`src/rtl/core/mmh_pkg.sv`:
```
// package for the murmur64b hash stream core: constants, the back-end state
// type, and command and status types shared by front, command queue and back end
`timescale 1ns / 1ps

package mmh_pkg;

  // murmur mixing multiplier and shift amounts
  localparam logic [31:0] MixMul    = 32'h5bd1_e995;
  localparam int unsigned MixShift  = 24;
  localparam int unsigned FinShift1 = 18;
  localparam int unsigned FinShift2 = 22;
  localparam int unsigned FinShift3 = 17;
  localparam int unsigned FinShift4 = 19;

  // command queue between front and back
  localparam int unsigned CmdDepth = 2;
  localparam int unsigned CmdPtrW  = $clog2(CmdDepth);
  localparam int unsigned CmdCntW  = $clog2(CmdDepth + 1);

  // configuration port: byte addresses, one 32-bit register
  localparam int unsigned PaddrW   = 3;
  localparam logic        SeedIdx  = 1'b0;

  typedef enum logic [1:0] {
    OP_NONE,
    OP_FULL,
    OP_TAIL
  } op_e;

  typedef struct packed {
    op_e         op;
    logic        first;
    logic        last;
    logic [31:0] word;   // masked for a tail
    logic [31:0] init;   // seed xor length, used on a first beat
  } cmd_t;

  typedef struct packed {
    logic full;
    logic empty;
  } fifo_stat_t;

  typedef enum logic [3:0] {
    S_IDLE,
    S_MIX2,
    S_FOLD,
    S_TAIL,
    S_FIN1,
    S_FIN2,
    S_FIN3,
    S_FIN4,
    S_EMIT
  } bk_state_e;

endpackage

```
`src/rtl/core/mmh_front.sv`:
```
// front end: takes input beats, tracks message start, builds commands
// depends on mmh_pkg
`timescale 1ns / 1ps

module mmh_front (
  input  logic               clk_i,
  input  logic               rst_ni,
  input  logic               push_i,
  input  mmh_pkg::fifo_stat_t stat_i,
  input  logic [31:0]        seed_i,
  input  logic [31:0]        data_word_i,
  input  logic [2:0]         byte_count_i,
  input  logic               last_i,
  input  logic [31:0]        message_length_i,
  output logic               wr_o,
  output mmh_pkg::cmd_t      cmd_o
);

  logic in_msg_q, in_msg_d;
  logic [31:0] mask;

  assign wr_o = push_i && !stat_i.full;

  always_comb begin
    unique case (byte_count_i[1:0])
      2'd1:    mask = 32'h0000_00ff;
      2'd2:    mask = 32'h0000_ffff;
      2'd3:    mask = 32'h00ff_ffff;
      default: mask = 32'hffff_ffff;
    endcase
  end

  always_comb begin
    cmd_o.first = !in_msg_q;
    cmd_o.last  = last_i;
    cmd_o.init  = seed_i ^ message_length_i;
    cmd_o.word  = data_word_i;
    // counts of four and above count as a full word
    if (!last_i || byte_count_i[2]) begin
      cmd_o.op = mmh_pkg::OP_FULL;
    end else if (byte_count_i[1:0] != 2'd0) begin
      cmd_o.op   = mmh_pkg::OP_TAIL;
      cmd_o.word = data_word_i & mask;
    end else begin
      cmd_o.op = mmh_pkg::OP_NONE;
    end
  end

  assign in_msg_d = wr_o ? !last_i : in_msg_q;

  always_ff @(posedge clk_i or negedge rst_ni) begin
    if (!rst_ni) begin
      in_msg_q <= 1'b0;
    end else begin
      in_msg_q <= in_msg_d;
    end
  end

endmodule

```
`src/rtl/core/mmh_cmd_fifo.sv`:
```
// small command queue between front and back end
// depends on mmh_pkg
`timescale 1ns / 1ps

module mmh_cmd_fifo (
  input  logic                clk_i,
  input  logic                rst_ni,
  input  logic                wr_i,
  input  mmh_pkg::cmd_t       wr_cmd_i,
  input  logic                rd_i,
  output mmh_pkg::cmd_t       rd_cmd_o,
  output mmh_pkg::fifo_stat_t stat_o
);

  mmh_pkg::cmd_t slot_q [mmh_pkg::CmdDepth];
  logic [mmh_pkg::CmdPtrW-1:0] wr_ptr_q, wr_ptr_d, rd_ptr_q, rd_ptr_d;
  logic [mmh_pkg::CmdCntW-1:0] cnt_q, cnt_d;

  assign stat_o.full  = (cnt_q == mmh_pkg::CmdCntW'(mmh_pkg::CmdDepth));
  assign stat_o.empty = (cnt_q == '0);
  assign rd_cmd_o     = slot_q[rd_ptr_q];

  always_comb begin
    wr_ptr_d = wr_ptr_q;
    rd_ptr_d = rd_ptr_q;
    cnt_d    = cnt_q;
    if (wr_i) begin
      wr_ptr_d = (wr_ptr_q == mmh_pkg::CmdPtrW'(mmh_pkg::CmdDepth - 1)) ? '0
                 : wr_ptr_q + 1'b1;
    end
    if (rd_i) begin
      rd_ptr_d = (rd_ptr_q == mmh_pkg::CmdPtrW'(mmh_pkg::CmdDepth - 1)) ? '0
                 : rd_ptr_q + 1'b1;
    end
    if (wr_i && !rd_i) begin
      cnt_d = cnt_q + 1'b1;
    end else if (rd_i && !wr_i) begin
      cnt_d = cnt_q - 1'b1;
    end
  end

  always_ff @(posedge clk_i or negedge rst_ni) begin
    if (!rst_ni) begin
      wr_ptr_q <= '0;
      rd_ptr_q <= '0;
      cnt_q    <= '0;
    end else begin
      wr_ptr_q <= wr_ptr_d;
      rd_ptr_q <= rd_ptr_d;
      cnt_q    <= cnt_d;
    end
  end

  always_ff @(posedge clk_i) begin
    if (wr_i) begin
      slot_q[wr_ptr_q] <= wr_cmd_i;
    end
  end

endmodule

```
`src/rtl/core/mmh_back.sv`:
```
// back end: runs commands through one shared multiplier, finalizes and
// holds the result register; depends on mmh_pkg
`timescale 1ns / 1ps

module mmh_back (
  input  logic                clk_i,
  input  logic                rst_ni,
  input  mmh_pkg::cmd_t       cmd_i,
  input  mmh_pkg::fifo_stat_t stat_i,
  output logic                rd_o,
  input  logic                pop_i,
  output logic                empty_o,
  output logic [63:0]         hash_value_o
);

  mmh_pkg::bk_state_e state_q, state_d;
  logic [31:0] h1_q, h1_d, h2_q, h2_d, k_q, k_d;
  logic        par_q, par_d, last_q, last_d;
  logic        out_vld_q, out_vld_d;
  logic [63:0] hash_q, hash_d;
  logic [31:0] mul_a, mul_p, h1_base, h2_base;
  logic        out_load, out_take;

  assign mul_p    = mul_a * mmh_pkg::MixMul;
  assign out_take = pop_i && out_vld_q;
  assign h1_base  = cmd_i.first ? cmd_i.init : h1_q;
  assign h2_base  = cmd_i.first ? 32'h0 : h2_q;

  always_comb begin
    state_d  = state_q;
    h1_d     = h1_q;
    h2_d     = h2_q;
    k_d      = k_q;
    par_d    = par_q;
    last_d   = last_q;
    hash_d   = hash_q;
    mul_a    = 32'h0;
    rd_o     = 1'b0;
    out_load = 1'b0;
    unique case (state_q)
      mmh_pkg::S_IDLE: begin
        if (!stat_i.empty) begin
          rd_o   = 1'b1;
          last_d = cmd_i.last;
          h1_d   = h1_base;
          h2_d   = h2_base;
          par_d  = cmd_i.first ? 1'b0 : par_q;
          unique case (cmd_i.op)
            mmh_pkg::OP_FULL: begin
              mul_a   = cmd_i.word;
              k_d     = mul_p;
              state_d = mmh_pkg::S_MIX2;
            end
            mmh_pkg::OP_TAIL: begin
              h2_d    = h2_base ^ cmd_i.word;
              state_d = mmh_pkg::S_TAIL;
            end
            default: begin
              state_d = mmh_pkg::S_FIN1;
            end
          endcase
        end
      end
      mmh_pkg::S_MIX2: begin
        mul_a   = k_q ^ (k_q >> mmh_pkg::MixShift);
        k_d     = mul_p;
        state_d = mmh_pkg::S_FOLD;
      end
      mmh_pkg::S_FOLD: begin
        if (par_q) begin
          mul_a = h2_q;
          h2_d  = mul_p ^ k_q;
        end else begin
          mul_a = h1_q;
          h1_d  = mul_p ^ k_q;
        end
        par_d   = !par_q;
        state_d = last_q ? mmh_pkg::S_FIN1 : mmh_pkg::S_IDLE;
      end
      mmh_pkg::S_TAIL: begin
        mul_a   = h2_q;
        h2_d    = mul_p;
        state_d = last_q ? mmh_pkg::S_FIN1 : mmh_pkg::S_IDLE;
      end
      mmh_pkg::S_FIN1: begin
        mul_a   = h1_q ^ (h2_q >> mmh_pkg::FinShift1);
        h1_d    = mul_p;
        state_d = mmh_pkg::S_FIN2;
      end
      mmh_pkg::S_FIN2: begin
        mul_a   = h2_q ^ (h1_q >> mmh_pkg::FinShift2);
        h2_d    = mul_p;
        state_d = mmh_pkg::S_FIN3;
      end
      mmh_pkg::S_FIN3: begin
        mul_a   = h1_q ^ (h2_q >> mmh_pkg::FinShift3);
        h1_d    = mul_p;
        state_d = mmh_pkg::S_FIN4;
      end
      mmh_pkg::S_FIN4: begin
        mul_a   = h2_q ^ (h1_q >> mmh_pkg::FinShift4);
        h2_d    = mul_p;
        state_d = mmh_pkg::S_EMIT;
      end
      mmh_pkg::S_EMIT: begin
        if (!out_vld_q || out_take) begin
          out_load = 1'b1;
          hash_d   = {h1_q, h2_q};
          h1_d     = 32'h0;
          h2_d     = 32'h0;
          par_d    = 1'b0;
          state_d  = mmh_pkg::S_IDLE;
        end
      end
      default: begin
        state_d = mmh_pkg::S_IDLE;
      end
    endcase
  end

  assign out_vld_d    = out_load ? 1'b1 : (out_take ? 1'b0 : out_vld_q);
  assign empty_o      = !out_vld_q;
  assign hash_value_o = hash_q;

  always_ff @(posedge clk_i or negedge rst_ni) begin
    if (!rst_ni) begin
      state_q   <= mmh_pkg::S_IDLE;
      par_q     <= 1'b0;
      last_q    <= 1'b0;
      out_vld_q <= 1'b0;
      h1_q      <= 32'h0;
      h2_q      <= 32'h0;
    end else begin
      state_q   <= state_d;
      par_q     <= par_d;
      last_q    <= last_d;
      out_vld_q <= out_vld_d;
      h1_q      <= h1_d;
      h2_q      <= h2_d;
    end
  end

  always_ff @(posedge clk_i) begin
    k_q    <= k_d;
    hash_q <= hash_d;
  end

endmodule

```
`src/rtl/core/murmur64b_hash_stream_core.sv`:
```
// top level of the streaming murmurhash64b core: seed register, front end,
// command queue and back end; depends on mmh_pkg, mmh_front, mmh_cmd_fifo, mmh_back
`timescale 1ns / 1ps

// channel   | direction | handshake              | payload
// ----------+-----------+------------------------+-----------------------------------
// input     | in        | push / full            | data_word, byte_count, last, message_length
// result    | out       | empty / pop            | hash_value ({h1, h2})
// config    | in        | psel, penable, pwrite  | paddr, pwdata, prdata (seed at 0x0)
//
// back-end states: a full word takes idle, mix2, fold; a tail word idle, tail; an empty
// last beat idle; a last beat adds fin1 to fin4, then emit loads the result register.
// all of these go through the single 32-bit multiply-by-constant in the back end
// a 2-deep command queue lets the front keep taking beats while the back works
// and while a finished hash waits for pop; reset clears seed, control and accumulators

module murmur64b_hash_stream_core (
  input  logic                       clk_i,
  input  logic                       rst_ni,
  // input beats
  input  logic                       push,
  output logic                       full,
  input  logic [31:0]                data_word_i,
  input  logic [2:0]                 byte_count_i,
  input  logic                       last_i,
  input  logic [31:0]                message_length_i,
  // results
  output logic                       empty,
  input  logic                       pop,
  output logic [63:0]                hash_value_o,
  // configuration
  input  logic                       psel,
  input  logic                       penable,
  input  logic                       pwrite,
  input  logic [mmh_pkg::PaddrW-1:0] paddr,
  input  logic [31:0]                pwdata,
  output logic [31:0]                prdata,
  output logic                       pready
);

  logic [31:0]         seed_q, seed_d;
  logic                seed_sel;
  mmh_pkg::cmd_t       fr_cmd, q_cmd;
  mmh_pkg::fifo_stat_t q_stat;
  logic                q_wr, q_rd;

  // seed register, word aligned: the byte offset bits are ignored
  assign pready   = 1'b1;
  assign seed_sel = (paddr[mmh_pkg::PaddrW-1] == mmh_pkg::SeedIdx);
  assign seed_d   = (psel && penable && pwrite && seed_sel) ? pwdata : seed_q;
  assign prdata   = seed_sel ? seed_q : 32'h0;

  always_ff @(posedge clk_i or negedge rst_ni) begin
    if (!rst_ni) begin
      seed_q <= 32'h0;
    end else begin
      seed_q <= seed_d;
    end
  end

  // front: classifies each beat as full word, tail or empty last
  mmh_front u_front (
    .clk_i            (clk_i),
    .rst_ni           (rst_ni),
    .push_i           (push),
    .stat_i           (q_stat),
    .seed_i           (seed_q),
    .data_word_i      (data_word_i),
    .byte_count_i     (byte_count_i),
    .last_i           (last_i),
    .message_length_i (message_length_i),
    .wr_o             (q_wr),
    .cmd_o            (fr_cmd)
  );

  assign full = q_stat.full;

  // decoupling queue
  mmh_cmd_fifo u_cmd_fifo (
    .clk_i    (clk_i),
    .rst_ni   (rst_ni),
    .wr_i     (q_wr),
    .wr_cmd_i (fr_cmd),
    .rd_i     (q_rd),
    .rd_cmd_o (q_cmd),
    .stat_o   (q_stat)
  );

  // back: mixing, folding, finalize and the result register
  mmh_back u_back (
    .clk_i        (clk_i),
    .rst_ni       (rst_ni),
    .cmd_i        (q_cmd),
    .stat_i       (q_stat),
    .rd_o         (q_rd),
    .pop_i        (pop),
    .empty_o      (empty),
    .hash_value_o (hash_value_o)
  );

`ifndef SYNTH
  // queue never written when full
  a_no_overflow: assert property (@(posedge clk_i) disable iff (!rst_ni)
    q_wr |-> !q_stat.full) else $error("command queue overflow");

  // back end never reads an empty queue
  a_no_underflow: assert property (@(posedge clk_i) disable iff (!rst_ni)
    q_rd |-> !q_stat.empty) else $error("command queue underflow");

  // the beat after a last beat opens a new message
  a_new_message: assert property (@(posedge clk_i) disable iff (!rst_ni)
    (push && !full && last_i) |=> fr_cmd.first)
    else $error("message start not flagged after last beat");
`endif

endmodule
```
`config.mk`:
```
export PLATFORM = sky130hd
export DESIGN_NAME = murmur64b_hash_stream_core
export DESIGN_NICKNAME = d
export VERILOG_FILES = /design/src/rtl/core/mmh_pkg.sv /design/src/rtl/core/mmh_front.sv /design/src/rtl/core/mmh_cmd_fifo.sv /design/src/rtl/core/mmh_back.sv /design/src/rtl/core/murmur64b_hash_stream_core.sv
export SDC_FILE = /design/constraint.sdc
export NUM_CORES = 1
export LEC_CHECK = 0
export BUFFER_PORTS_ARGS = -buffer_cell sky130_fd_sc_hd__buf_4
export CORE_MARGIN = 3
export CORE_UTILIZATION = 35
export CTS_BUF_LIST = sky130_fd_sc_hd__clkbuf_16
export CTS_CLUSTER_DIAMETER = 100
export CTS_CLUSTER_SIZE = 28
export DETAILED_ROUTE_END_ITERATION = 7
export PLACE_DENSITY = 0.51
export SYNTH_ARGS = -nofsm -noshare
export SYNTH_HDL_FRONTEND = slang
export SYNTH_SLANG_ARGS = --single-unit
```
`constraint.sdc`:
```
create_clock -name clk_i -period 21.3 [get_ports clk_i]
set_input_delay 5.325 -clock clk_i [delete_from_list [all_inputs] [get_ports clk_i]]
set_output_delay 5.325 -clock clk_i [all_outputs]
set_load 0.05 [all_outputs]
```
## Word-level counts from Yosys, hierarchy flattened

Memories as Yosys holds them, arrays and structs flattened.
Index checks and enable logic that the tools add are counted.

- Flip-flop bits (word level): 204
- Memories: 1
- Output and inout bits: 99
- Bits of input ports: 110
- Memory bits (writable): 136
- Word-level logic and storage cells: 129

Memory list:

| name | words | width | read ports | clocked after Yosys merged registers in | wr ports | line | text |
|---|---|---|---|---|---|---|---|
| u_cmd_fifo.slot_q | 2 | 68 | 1 | 0 | 1 | mmh_cmd_fifo.sv:15 | `mmh_pkg::cmd_t slot_q [mmh_pkg::CmdDepth];` |

- Add/sub/neg operators: 4
- Mux-type cells: 44
- Equality and inequality tests: 20
- Reduce and logical (&&, ||, !) cells: 35
- Bitwise operators: 11
- Multipliers: 1

Operator list:

| kind | count |
|---|---|
| two-way mux 32 bit | 16 |
| one-hot mux 32 bit (4 select lines) | 2 |
| one-hot mux 32 bit (8 select lines) | 1 |
| one-hot mux 32 bit (3 select lines) | 1 |
| XOR 32 bit | 3 |
| one-hot mux 32 bit (2 select lines) | 1 |
| bitwise AND 32 bit | 1 |
| multiplier 32 x 31 -> 32 bit (second input constant) | 1 |
| one-hot mux 4 bit (8 select lines) | 1 |
| XOR 32 x 10 -> 32 bit | 1 |
| XOR 32 x 13 -> 32 bit | 1 |
| XOR 32 x 14 -> 32 bit | 1 |
| XOR 32 x 15 -> 32 bit | 1 |
| XOR 32 x 8 -> 32 bit | 1 |
| equality test 4 x 3 -> 1 bit (second input constant) | 4 |
| two-way mux 1 bit | 13 |
| equality test 2 bit (second input constant) | 4 |
| equality test 4 x 2 -> 1 bit (second input constant) | 2 |
| two-way mux 2 bit | 4 |
| two-way mux 4 bit | 2 |
| AND reduction 4 bit | 2 |
| nonzero test 2 bit | 4 |
| nonzero test 4 bit | 2 |
| logical AND 1 bit | 7 |
| other kinds (22) | 39 |

## Logic depth before layout (Yosys ltp)

An unclocked memory read counts as a cell.

- Word-level depth: 9
- Gate-level depth with buffers: 41
- Mapped depth without buffers: 35

## Hierarchy

Synthesis repeated with hierarchy kept, for this count alone.

- Cells, all modules: 2320
- Area total of the unflattened synthesis: 25665.9 um2

By module, submodules not included:

| module | times used | cells each | area each (um2) | sequential area each (um2) |
|---|---|---|---|---|
| mmh_back | 1 | 1908 | 18321.3 | 4659.5 |
| mmh_cmd_fifo | 1 | 228 | 5136.2 | 4184.0 |
| murmur64b_hash_stream_core | 1 | 105 | 1554.0 | 800.8 |
| mmh_front | 1 | 79 | 654.4 | 25.0 |

## Worst setup path before layout

Ideal clock, no wire load.

- Kind: input -> output
- Start: input paddr[2] (netlist bit)
- End: output prdata[10]
- Arrival: 6.222 ns
- Data required time: 15.975 ns
- Cell stages on the path: 2
- Path buffers: 1
- Slack: 9.753 ns
- Path through: clkbuf_1 > nor2b_1

- Longest elaborated chain between the ends: 1

RTL lines:

| item | line | text |
|---|---|---|
| start: declaration | murmur64b_hash_stream_core.sv:35 | `input logic [mmh_pkg::PaddrW-1:0] paddr,` |
| two-way mux 32 bit | murmur64b_hash_stream_core.sv:51 | `assign prdata = seed_sel ? seed_q : 32'h0;` |
| end: declaration | murmur64b_hash_stream_core.sv:37 | `output logic [31:0] prdata,` |

No other way between the ends.

## Worst setup path in the final report

- Start: input paddr[2] (netlist bit)
- End: output prdata[13]

The elaborated chain is that of the path after synthesis.

==> summary.txt <==
========================================================================================================
Max-Cap Viols                                                                                          0
CTS root buffer                                                                                clkbuf_16
First-pass GRT wire length                                                                     118000 um
Clk buf depth                                                                                          3
Sum of negative setup slack                                                                         0 ns
Most prevalent standard cell on the critical path                                                  buf_4
Weighted congestion reported at the end of routability-driven placement                            0.924
Register-to-register setup slack                                                                10.73 ns
# rows                                                                                                97
Post-synthesis net count                                                                            2770
Buffers inserted during post-CTS setup optimization                                                    0
Number of placed I/O pins                                                                            209
Maximum clock skew at final layout                                                             0.0375 ns
Cell chain of the critical path                                                             buf_4 > nor2b_1 > buf_4
Biggest area contributors in the synthesized netlist                                        edfxtp_1, fa_1, ha_1, dfrtp_1, inv_1
Average via count per standard cell                                                                 5.23
Share of the core filled with cells in the final layout                                            40.2%
H-tree levels                                                                                          1
Status                                                                                      finished clean
Number of cells traversed by the worst hold path                                                       2
Path type of the worst setup path                                                           input pin to output port
Cell with the largest stage delay on the worst path                                                buf_4
Vias in the first global route                                                                     18500
Crit end category                                                                            output port
Hold crit path type                                                                         flip-flop to flip-flop
Clock tree from TritonCTS                                                                          built
Max-slew violation total from the final report                                                         0
Worst R2R End                                                                               u_back.h1_q[31]
Total GRT Usage                                                                                    21.0%
Worst setup timing slack at the placement stage                                                 10.00 ns
Hold violation count in the final report                                                               0
Data required time at the worst endpoint                                                        15.98 ns
Worst-case headroom to the max-slew limit                                                          25.7%
Yosys synthesis warning count                                                                          0
Overall die area                                                                             0.0748 mm^2
Total gr overflow                                                                                      0
EDFF count, synth                                                                                    232
Post-CTS Hold Fix Bufs                                                                                 0
Post-synthesis sequential element count                                                              340
End of the worst hold path                                                                  u_front.in_msg_q
Fraction of final layout cells sized beyond drive strength 1                                       15.1%
Total clock buffers created by CTS                                                                    16
Sequential-to-total area share from yosys stat                                                     38.6%
Total number of vias                                                                               17700
Area added between synthesis and finish                                                            13.0%
Actual transition at the worst max-transition pin                                                1.11 ns
Worst-Skew Late Latency                                                                          0.55 ns
Fmax                                                                                          0.0887 GHz
Max Fanout on Critical Path                                                                           33
Iteration-0 DRC count of the detailed router                                                        1731
Wirelength per Cell                                                                              23.1 um
Largest net degree at the start of global routing                                                     69
Net count of the finished layout                                                                    2943
Critical R2R Launch                                                                         u_back.state_q[1]
RSZ-0062 raised after global routing                                                               false
Total DRC errors in the routed layout                                                                  0
Critical path startpoint category                                                              input pin
Estimated wirelength of the detail-placed design                                                59000 um
Arrival time of the worst setup path                                                             5.95 ns
Pre-Repair DR Iteration Count                                                                          7
Gate count after technology mapping                                                                 2257
Min cycle time layout                                                                           11.28 ns
Initial Utilization                                                                                35.6%
Routed Wire Length                                                                              78200 um
Average footprint of a synthesized cell                                                        11.1 um^2
Post-synthesis instance area                                                                 0.0250 mm^2
Initial antenna violation count                                                                        1
Number of inserted diodes                                                                              0
Most area-hungry cell type in the Yosys netlist                                                 edfxtp_1
Post-CTS clock slew at the launch and capture registers of the worst setup and hold paths        0.10 ns
Die Height                                                                                        273 um
Distinct cell type count of the synthesized netlist                                                   81
R2r worst-path depth                                                                                  34
Prevailing post-synth register cell                                                             edfxtp_1
Delay of the slowest critical-path stage                                                         0.31 ns
Fraction of synthesized cell area taken by the top area cell type                                  27.8%
CTS sink cnt                                                                                         340
Worst hold start                                                                            u_front.in_msg_q
Core ar.                                                                                     0.0704 mm^2
Width of the chip                                                                                 273 um
ANT nets after route                                                                                   0
Share of the clock period used by the worst path after layout                                      52.9%
Final worst setup slack                                                                         10.02 ns
Final setup viols                                                                                      0
Async S/R FF share, synth                                                                          31.8%
Resize count post-CTS                                                                                  0
Port Buffer Count                                                                                    205
========================================================================================================
==> worst max-delay path, delay by kind of cell <==
family / cells / cell delay, ns
buf+inv: 2 / 0.51
simple gates: 1 / 0.10
==> routing by layer <==
metal,vias up,GRT usage (%),share of wire [%]
li1,8095,-,-
met1,8791,27.9,42
met2,678,35.9,48
met3,116,2.48,6.2
met4,0,6.25,3.4
met5,-,0,0
==> synthesized netlist by cell type (26+ instances only) <==
master / n
nor2_1: 105
ha_1: 222
edfxtp_1: 232
a22oi_1: 26
nand2_1: 130
o21ai_0: 106
clkbuf_1: 76
xnor2_1: 70
dfrtp_1: 108
a21oi_1: 64
nor2b_1: 63
inv_1: 380
fa_1: 181
mux2_2: 67
mux2i_1: 35
xor2_1: 67
a221oi_1: 36
==> registers in the layout (all words and copies together), names as in the netlist, 2 cells and up <==
register,count
u_back.h1_q,32
seed_q,32
u_back.h2_q,32
u_cmd_fifo.cnt_q,2
u_cmd_fifo.slot_q,136
u_back.hash_value_o,64
u_back.state_q,4
u_back.k_q,32
==> layout by cell type (no fill, tap or decap), drive strengths merged, types with 6 or more instances in the layout <==
master / Yosys / final
edfxtp: 232 / 232
inv: 381 / 391
a222oi: 24 / 24
o211ai: 11 / 11
nor2b: 63 / 63
nor3b: 8 / 8
a221oi: 36 / 36
a211o: 8 / 8
dfrtp: 108 / 108
o21ai: 109 / 109
and2: 7 / 7
a211oi: 13 / 13
buf: 15 / 246
a21o: 7 / 7
and3: 8 / 8
nor3: 12 / 12
a31oi: 14 / 14
o22ai: 6 / 6
nand2b: 11 / 11
fa: 181 / 181
nand2: 130 / 130
a21oi: 64 / 64
xnor2: 70 / 70
xor2: 68 / 68
mux2: 67 / 67
clkbuf: 76 / 18
o221ai: 24 / 24
ha: 222 / 222
a22oi: 26 / 26
nor2: 106 / 106
nand3: 20 / 20
o21a: 8 / 8
mux2i: 35 / 35
==> cell families (layout without fill, tap and decap cells) <==
group / Yosys count / in the layout / synth area share, %
fa+ha+maj: 403 / 403 / 25.6
other cells: 1 / 1 / 0.0150
flops: 340 / 340 / 38.6
buf+inv: 472 / 655 / 7.17
simple gates: 398 / 398 / 7.70
xor+xnor: 146 / 146 / 5.60
compound gates: 395 / 395 / 10.9
mux: 102 / 102 / 4.41
==> final cells by class <==
class | instances | area (um^2)
flip-flops and latches | 340 | 9670
clock inverters | 10 | 52.6
multi-input cells | 1445 | 13700
repair buffers | 246 | 1850
inverters | 381 | 1430
clock buffers | 18 | 450
well taps | 940 | 1180
fillers | 6864 | 42100
==> stage by stage <==
step                cells  cell area (um^2)  hold WS (ns)
floorplan            2257             25000         0.423
global placement     3352             27800         0.465
detailed placement   3352             27800         0.472
CTS                  3380             28300         0.496
global route         3380             28300         0.545
finish               3380             28300         0.491
==> worst max path at each step <==
stage               startpoint         end  slack (ns)  cells after the start
floorplan             paddr[2]  prdata[10]        9.75                      2
global placement      paddr[2]  prdata[14]       10.01                      3
detailed placement    paddr[2]  prdata[13]       10.00                      3
CTS                   paddr[2]  prdata[14]       10.00                      3
global route          paddr[2]  prdata[14]        9.93                      3
finish                paddr[2]  prdata[13]       10.02                      3
Power is not shown: default switching activity piles up to over one toggle a cycle in this logic, so the estimate is an artifact.
